<file path="src/rtl/ring_buffer_placement_select_unit_assert.svh">
// Assertion macros for the ring buffer placement selector.
// Used by the top level; expects a clk and rst signal in scope.
`ifndef RING_BUFFER_PLACEMENT_SELECT_UNIT_ASSERT_SVH
`define RING_BUFFER_PLACEMENT_SELECT_UNIT_ASSERT_SVH

// same-cycle implication
`define RBPS_ASSERT_NOW(label, ante, cons, msg) \
  label: assert property (@(posedge clk) disable iff (rst) (ante) |-> (cons)) \
    else $error(msg);

// next-cycle implication
`define RBPS_ASSERT_NEXT(label, ante, cons, msg) \
  label: assert property (@(posedge clk) disable iff (rst) (ante) |=> (cons)) \
    else $error(msg);

`endif

</file>
<file path="src/rtl/rbps_pkg.sv">
// Types and codes shared by the ring buffer placement selector modules.
// No dependencies.
package rbps_pkg;

  localparam logic CMD_WRITE = 1'b0;
  localparam logic CMD_PLACE = 1'b1;

  localparam int CFG_IDX_W = 3;
  localparam logic [CFG_IDX_W-1:0] REG_BUFFER_LENGTH = 3'd0;
  localparam logic [CFG_IDX_W-1:0] REG_MAX_BLOCKS    = 3'd1;
  localparam logic [CFG_IDX_W-1:0] REG_BUFFERS_USED  = 3'd2;
  localparam logic [CFG_IDX_W-1:0] REG_BIG_THRESHOLD = 3'd3;

  localparam logic [15:0] BUFFER_LENGTH_RST = 16'd65535;
  localparam logic [15:0] MAX_BLOCKS_RST    = 16'd65535;
  localparam logic [6:0]  BUFFERS_USED_RST  = 7'd1;
  localparam logic [15:0] BIG_THRESHOLD_RST = 16'd73;

  typedef struct packed {
    logic        command;
    logic [5:0]  entry_index;
    logic [15:0] start_pointer;
    logic [15:0] end_pointer;
    logic [15:0] block_total;
    logic [15:0] place_size;
  } in_item_t;

  typedef struct packed {
    logic       found;
    logic [5:0] chosen_buffer;
  } out_item_t;

  // one table entry as stored in the memory
  typedef struct packed {
    logic [15:0] start_ptr;
    logic [15:0] end_ptr;
    logic [15:0] blocks;
  } entry_t;

  typedef struct packed {
    logic clear;  // start of any accepted command (write or place)
    logic eval;   // memory read data is valid this cycle
    logic big;    // most-space policy
  } scan_ctrl_t;

endpackage

</file>
<file path="src/rtl/ring_buffer_placement_select_unit.sv">
// Ring buffer placement selector, top level: config registers, scan sequencer,
// table memory and result register. Depends on rbps_pkg, rbps_ram, rbps_scan.
//
// A write command loads one table entry and gives no result. A place command
// scans n = min(buffers_in_use, MAX_BUFFERS) entries: the table memory has one
// read port, so the scan reads one entry per cycle; then a drain state waits
// for the registered read data and a finish state loads the result register.
// With buffers_in_use = 0 nothing is read; the result is not found. Input is
// stalled while a place request is in flight; a finished result waits in the
// output register while the next transaction is taken. The table is not
// cleared at reset: scanning an entry never written gives an arbitrary choice.
module ring_buffer_placement_select_unit #(
  parameter int MAX_BUFFERS = 64
) (
  input  logic                                clk,
  input  logic                                rst,
  input  logic                                in_valid,
  output logic                                in_stall,
  input  rbps_pkg::in_item_t                  in_data,
  output logic                                out_valid,
  input  logic                                out_stall,
  output rbps_pkg::out_item_t                 out_data,
  input  logic                                cfg_write,
  input  logic [rbps_pkg::CFG_IDX_W-1:0]      cfg_index,
  input  logic [15:0]                         cfg_data
);

  `include "ring_buffer_placement_select_unit_assert.svh"

  localparam int IDX_W  = (MAX_BUFFERS > 1) ? $clog2(MAX_BUFFERS) : 1;
  localparam int CNT_W  = $clog2(MAX_BUFFERS + 1);
  localparam int NW     = (CNT_W > 7) ? CNT_W : 7;

  localparam logic [1:0] ST_IDLE   = 2'd0;
  localparam logic [1:0] ST_SCAN   = 2'd1;
  localparam logic [1:0] ST_DRAIN  = 2'd2;
  localparam logic [1:0] ST_FINISH = 2'd3;

  logic [15:0] buffer_length;
  logic [15:0] max_blocks;
  logic [6:0]  buffers_used;
  logic [15:0] big_threshold;

  logic [1:0]       state;
  logic [1:0]       state_next;
  logic [IDX_W-1:0] rd_idx;
  logic [IDX_W-1:0] rd_tag;
  logic             rd_vld;
  logic [15:0]      place_size;
  logic             big;

  logic             in_accept;
  logic             out_free;
  logic             ram_we;
  logic             last_read;
  logic [NW-1:0]    n_eff;
  logic             scan_found;
  logic [IDX_W-1:0] scan_best;

  rbps_pkg::entry_t     wr_entry;
  rbps_pkg::entry_t     rd_entry;
  rbps_pkg::scan_ctrl_t ctrl;

  // configuration
  always_ff @(posedge clk) begin
    if (rst) begin
      buffer_length <= rbps_pkg::BUFFER_LENGTH_RST;
      max_blocks    <= rbps_pkg::MAX_BLOCKS_RST;
      buffers_used  <= rbps_pkg::BUFFERS_USED_RST;
      big_threshold <= rbps_pkg::BIG_THRESHOLD_RST;
    end else if (cfg_write) begin
      case (cfg_index)
        rbps_pkg::REG_BUFFER_LENGTH: buffer_length <= cfg_data;
        rbps_pkg::REG_MAX_BLOCKS:    max_blocks    <= cfg_data;
        rbps_pkg::REG_BUFFERS_USED:  buffers_used  <= cfg_data[6:0];
        rbps_pkg::REG_BIG_THRESHOLD: big_threshold <= cfg_data;
        default: ;
      endcase
    end
  end

  assign in_stall  = (state != ST_IDLE);
  assign in_accept = in_valid && !in_stall;
  assign out_free  = !out_valid || !out_stall;

  always_comb begin
    if (32'(buffers_used) > 32'(MAX_BUFFERS)) begin
      n_eff = NW'(MAX_BUFFERS);
    end else begin
      n_eff = NW'(buffers_used);
    end
  end

  assign last_read = (NW'(rd_idx) == (n_eff - NW'(1)));

  // writes only while idle, so a scan never sees an entry change under it
  assign ram_we = in_accept && (in_data.command == rbps_pkg::CMD_WRITE)
                  && (32'(in_data.entry_index) < 32'(MAX_BUFFERS));

  always_comb begin
    wr_entry.start_ptr = in_data.start_pointer;
    wr_entry.end_ptr   = in_data.end_pointer;
    wr_entry.blocks    = in_data.block_total;
  end

  always_comb begin
    state_next = state;
    case (state)
      ST_IDLE: begin
        if (in_accept && (in_data.command == rbps_pkg::CMD_PLACE)) begin
          state_next = (n_eff == '0) ? ST_FINISH : ST_SCAN;
        end
      end
      ST_SCAN: begin
        if (last_read) begin
          state_next = ST_DRAIN;
        end
      end
      ST_DRAIN:  state_next = ST_FINISH;
      ST_FINISH: begin
        if (out_free) begin
          state_next = ST_IDLE;
        end
      end
      default: state_next = ST_IDLE;
    endcase
  end

  always_ff @(posedge clk) begin
    if (rst) begin
      state  <= ST_IDLE;
      rd_vld <= 1'b0;
    end else begin
      state  <= state_next;
      rd_vld <= (state == ST_SCAN);
    end
  end

  always_ff @(posedge clk) begin
    rd_tag <= rd_idx;
    if (in_accept) begin
      rd_idx     <= '0;
      place_size <= in_data.place_size;
      big        <= (in_data.place_size >= big_threshold);
    end else if (state == ST_SCAN && !last_read) begin
      rd_idx <= rd_idx + IDX_W'(1);
    end
  end

  rbps_ram #(
    .WIDTH ($bits(rbps_pkg::entry_t)),
    .DEPTH (MAX_BUFFERS)
  ) u_table (
    .clk   (clk),
    .we    (ram_we),
    .waddr (IDX_W'(in_data.entry_index)),
    .wdata (wr_entry),
    .re    (state == ST_SCAN),
    .raddr (rd_idx),
    .rdata (rd_entry)
  );

  always_comb begin
    ctrl.clear = in_accept;
    ctrl.eval  = rd_vld;
    ctrl.big   = big;
  end

  rbps_scan #(
    .IDX_W (IDX_W)
  ) u_scan (
    .clk           (clk),
    .rst           (rst),
    .ctrl          (ctrl),
    .tag           (rd_tag),
    .entry         (rd_entry),
    .buffer_length (buffer_length),
    .max_blocks    (max_blocks),
    .place_size    (place_size),
    .found         (scan_found),
    .best          (scan_best)
  );

  // result register
  always_ff @(posedge clk) begin
    if (rst) begin
      out_valid <= 1'b0;
    end else if (state == ST_FINISH && out_free) begin
      out_valid <= 1'b1;
    end else if (!out_stall) begin
      out_valid <= 1'b0;
    end
  end

  always_ff @(posedge clk) begin
    if (state == ST_FINISH && out_free) begin
      out_data.found         <= scan_found;
      out_data.chosen_buffer <= scan_found ? 6'(scan_best) : 6'd0;
    end
  end

  `RBPS_ASSERT_NOW(a_no_write_in_scan, ram_we, state == ST_IDLE, "table write during scan")
  `RBPS_ASSERT_NOW(a_read_in_scan, rd_vld, (state == ST_SCAN) || (state == ST_DRAIN),
                   "read data outside scan")
  `RBPS_ASSERT_NEXT(a_result_loaded, (state == ST_FINISH) && out_free, out_valid,
                    "finished place request produced no result")
  `RBPS_ASSERT_NEXT(a_place_starts,
                    in_accept && (in_data.command == rbps_pkg::CMD_PLACE),
                    (state == ST_SCAN) || (state == ST_FINISH),
                    "place request did not start a scan")

endmodule

</file>
<file path="src/rtl/rbps_ram.sv">
// Generic single-write, single-read synchronous RAM with registered read.
// No dependencies.
module rbps_ram #(
  parameter int WIDTH = 48,
  parameter int DEPTH = 64
) (
  input  logic                                   clk,
  input  logic                                   we,
  input  logic [((DEPTH > 1) ? $clog2(DEPTH) : 1)-1:0] waddr,
  input  logic [WIDTH-1:0]                       wdata,
  input  logic                                   re,
  input  logic [((DEPTH > 1) ? $clog2(DEPTH) : 1)-1:0] raddr,
  output logic [WIDTH-1:0]                       rdata
);

  logic [WIDTH-1:0] mem [DEPTH];

  always_ff @(posedge clk) begin
    if (we) begin
      mem[waddr] <= wdata;
    end
    if (re) begin
      rdata <= mem[raddr];
    end
  end

endmodule

</file>
<file path="src/rtl/rbps_scan.sv">
// Per-entry evaluation and running best-choice registers for a place scan.
// Depends on rbps_pkg.
module rbps_scan #(
  parameter int IDX_W = 6
) (
  input  logic                clk,
  input  logic                rst,
  input  rbps_pkg::scan_ctrl_t ctrl,
  input  logic [IDX_W-1:0]    tag,
  input  rbps_pkg::entry_t    entry,
  input  logic [15:0]         buffer_length,
  input  logic [15:0]         max_blocks,
  input  logic [15:0]         place_size,
  output logic                found,
  output logic [IDX_W-1:0]    best
);

  logic signed [16:0] most;
  logic [15:0]        fewest;
  logic signed [16:0] fs;
  logic [15:0]        diff;
  logic               eligible;
  logic               take;

  // free space; wrapped case may go negative
  always_comb begin
    diff = entry.end_ptr - entry.start_ptr;
    if (entry.start_ptr >= entry.end_ptr) begin
      fs = $signed({1'b0, entry.start_ptr - entry.end_ptr});
    end else begin
      fs = $signed({1'b0, buffer_length}) - $signed({1'b0, diff});
    end
    eligible = (fs >= $signed({1'b0, place_size})) && (entry.blocks < max_blocks);
    if (ctrl.big) begin
      take = eligible && (fs > most);
    end else begin
      take = eligible && (!found || (entry.blocks < fewest));
    end
  end

  always_ff @(posedge clk) begin
    if (rst) begin
      found <= 1'b0;
    end else if (ctrl.clear) begin
      found <= 1'b0;
    end else if (ctrl.eval && take) begin
      found <= 1'b1;
    end
  end

  always_ff @(posedge clk) begin
    if (ctrl.clear) begin
      most   <= '0;
      fewest <= '0;
      best   <= '0;
    end else if (ctrl.eval && take) begin
      most   <= fs;
      fewest <= entry.blocks;
      best   <= tag;
    end
  end

endmodule
</file>
<file path="config.mk">
export PLATFORM = sky130hd
export DESIGN_NAME = ring_buffer_placement_select_unit
export DESIGN_NICKNAME = d
export VERILOG_FILES = /design/src/rtl/rbps_pkg.sv /design/src/rtl/ring_buffer_placement_select_unit.sv /design/src/rtl/rbps_ram.sv /design/src/rtl/rbps_scan.sv
export VERILOG_INCLUDE_DIRS = /design/src /design/src/rtl
export SDC_FILE = /design/constraint.sdc
export NUM_CORES = 2
export LEC_CHECK = 0
export BUFFER_PORTS_ARGS = -buffer_cell sky130_fd_sc_hd__clkbuf_2
export CORE_MARGIN = 5
export CORE_UTILIZATION = 40
export CTS_CLUSTER_DIAMETER = 40
export DETAILED_ROUTE_END_ITERATION = 7
export PLACE_DENSITY_LB_ADDON = 0.25
export SYNTH_ARGS = -nofsm -noshare
export SYNTH_HDL_FRONTEND = slang
export SYNTH_SLANG_ARGS = --single-unit
</file>
<file path="constraint.sdc">
create_clock -name clk -period 11.4 [get_ports clk]
set_input_delay 1.14 -clock clk [delete_from_list [all_inputs] [get_ports clk]]
set_output_delay 1.14 -clock clk [all_outputs]
set_load 0.01 [all_outputs]
</file>
==> results.cfg <==
[outcome]
outcome = completed

[synthesis]
netlist-cell-type-count = 75
yosysTopAreaCellShare_pct = 74.4
ys_warn_count = 0
seq_area_frac_synth_pct = 76.1
synth_ff_type = edfxtp_1
ys_async_sr_fraction_pct = 0
synth_cells = 5512
synth_area_per_cell_um2 = 23.0
ys_seq_elements = 3255
synth_area_um2 = 127000
synthTopCellsByArea = edfxtp_1 (74%), mux4_2 (18%), dfxtp_1 (1.8%), ha_1 (1.3%), clkbuf_1 (0.46%)
yosysTopAreaCell = edfxtp_1
syn_nets = 5744
synth_edf_count = 3144

[pwr]
p_leak_uw = 0.0462
pwr-share-clk_pct = 41.7
p_comb_share_pct = 18.1
totalPowerFinal_uw = 33500
netSwitchingFraction_pct = 25.9
power_density_nw_per_um2 = 226
p_seq_share_pct = 40.2
peakVddDrop_mv = 0.145
intPower_uw = 24800
p_switching_uw = 8690

[layout]
nets = 6170
multiInputGateArea_um2 = 29100
stdcell_count = 10500
drive_gt1_share_pct = 32.7
area_growth_pct = 17.0
final_core_util_pct = 47.1
fillCellCount = 25700
finalInstanceArea_um2 = 148000
seq_area_um2 = 96700

[timing]
setup_viol = 0
slew_viol_final = 0
tightest_slew_ns = 1.27
hold_viol = 0
final.period_utilization_pct = 65.1
fmax_mhz = 135
clock_skew_ns = 0.0853
tns_ns = 0
slew_headroom_pct = 15.1
rsz0062_at_grt = no
min_period_ns = 7.42

[placement]
io_buffers = 103
dp.cells = 9657
place_congestion = 0.808
dp_hpwl_um = 193000
place_area_um2 = 133000

[clocking]
cts_tree = done
cts_made_buffers = 439
clock_latency_ns = 0.92
hold_buffers = 0
htree_levels = 5
cts.clk_slew.worst_paths_ns = 0.05
cts_resized = 0
cts_num_sinks = 3255
clock-root-buffer = clkbuf_16
postCtsSetupRepairBufs = 0
cts_buffer_depth = 4

[grt]
overflow = 0
grtUsageTotal_pct = 20.9
grt_pass1_vias = 62300
antenna_found_initial = 34
grt_max_degree = 137
grt_pass1_wl_um = 490000

[worst_setup_path]
arrival_ns = 8.16
critical_path_buf_inv_count = 3
crit_path_max_incr_delay_ns = 0.55
crit_type = flop to flop
cp-end-kind = flop
crit_fanout = 52
r2r-end = u_scan.fewest[14]
critPathSlowestCell = a2111oi_0
critical-path-top-delay-family = compound AO/OA/AOI/OAI gates
crit_top_cell = a21oi_1
worst-r2r-cell-count = 32
crit_required_ns = 12.14
r2r_start = u_table.rdata[16]
r2r_slack_ns = 3.98
critPathLaunchType = flop

[route]
dr.pass1.iters = 6
drt_iter0_drc = 7761
antenna_left = 0
vias = 61700
wirelength_um = 351000
via_per_inst = 5.88
wl_per_cell_um = 33.5
drc = 0

[floorplanning]
fp.dieH_um = 573
rows = 206
die_width_um = 573
coreArea_um2 = 315000
start_util_pct = 40.2
die_area_um2 = 329000
io_pins = 104

[hold_path]
worstHoldPathCells = 0
hp-start = rd_idx[5]
hold_path_end = rd_tag[5]
hold_path.class = flop to flop

[run]
max-cap-violations = 0
cell type report:
type / instances / share of cell area (%)
diodes: 16 / 0.0270
inverters: 142 / 0.359
repair buffers: 259 / 1.23
well taps: 4160 / 3.51
flip-flops and latches: 3255 / 65.1
clock buffers: 496 / 7.63
multi-input cells: 1841 / 19.6
clock inverters: 318 / 2.53
layout by cell type (no fill, tap or decap), types with 49 or more instances in the layout:
master     count
nor2_1        77
mux2i_1       49
mux4_2      1008
ha_1         133
clkbuf_16    445
clkbuf_1      50
a21oi_1       73
nor2_4        64
bufinv_16     66
dfxtp_1      105
inv_1        140
clkinv_1      58
clkinv_2      64
buf_4        145
edfxtp_1    3144
clkbuf_2     103
nand2_1       99
registers in the layout, summed over array words and instances, names as in the netlist:
name,flops
big_threshold,16
buffers_used,7
u_scan.most,17
out_valid,1
u_scan.found,1
rd_vld,1
buffer_length,16
state,2
u_table.rdata,48
max_blocks,16
rd_tag,6
out_data,7
place_size,16
u_table.mem,3072
u_scan.best,6
big,1
u_scan.fewest,16
rd_idx,6
metal layers:
layer,vias up,track usage [%],share of wire (%),routed length [µm]
met5,-,0,0.050,177
met4,24,5.76,2.8,9770
met3,584,4.10,8.2,28600
met2,2827,32.7,47,165000
met1,33900,30.3,42,148000
li1,24400,-,-,-
worst max-delay path by stage:
stage / cells past startpoint / startpoint / to / slack [ns]
floorplan: 33 / u_table.rdata[16] / u_scan.fewest[11] / 5.29
global placement: 32 / u_table.rdata[16] / u_scan.fewest[2] / 4.07
detailed placement: 32 / u_table.rdata[16] / u_scan.fewest[14] / 4.05
CTS: 32 / u_table.rdata[16] / u_scan.most[13] / 4.05
global route: 32 / u_table.rdata[16] / u_scan.most[13] / 3.56
finish: 32 / u_table.rdata[16] / u_scan.fewest[14] / 3.98
power by group through the flow:
stage	clock network, µW	logic [µW]	registers (µW)
after floorplan	0	4440	13600
after global placement	0	6030	13700
after detailed placement	0	6100	13700
after CTS	14200	6120	13500
after global routing	14700	6580	13500
final	14000	6070	13500
worst reg2reg max path: cells and delay by family (launching register included):
kind | cells | cell delay, ns
buffers and inverters | 3 | 0.66
adder cells (fa/ha/maj) | 4 | 1.18
AO/OA/AOI/OAI | 14 | 2.98
AND/OR/NAND/NOR | 7 | 1.18
XOR/XNOR | 2 | 0.26
multiplexers | 2 | 0.64
flip-flops | 1 | 0.40
logic make-up (layout without fill, tap and decap cells):
kind of cell	after synthesis	count (layout)	share of synthesized area [%]
XOR/XNOR	48	48	0.331
AND/OR/NAND/NOR	352	352	1.26
buffers and inverters	416	1215	1.32
adder cells (fa/ha/maj)	137	137	1.37
other	0	16	0
flip-flops	3255	3255	76.1
AO/OA/AOI/OAI	243	243	1.30
multiplexers	1061	1061	18.3
through the flow:
stage	hold WS, ns	worst slack (ns)
after global placement	0.444	4.07
after global routing	0.431	3.56
after floorplan	0.326	5.29
after CTS	0.390	4.05
final	0.447	3.98
after detailed placement	0.449	4.05
cell usage after synthesis (33+ instances only):
| cell type | instances |
|---|---|
| dfxtp_1 | 111 |
| edfxtp_1 | 3144 |
| clkbuf_1 | 156 |
| nor2_1 | 141 |
| a21oi_1 | 73 |
| a21o_1 | 33 |
| mux2i_1 | 49 |
| mux4_2 | 1008 |
| nand2_1 | 99 |
| ha_1 | 134 |
| buf_2 | 66 |
| buf_1 | 46 |
| inv_1 | 141 |
(Power assumes the default switching activity.)
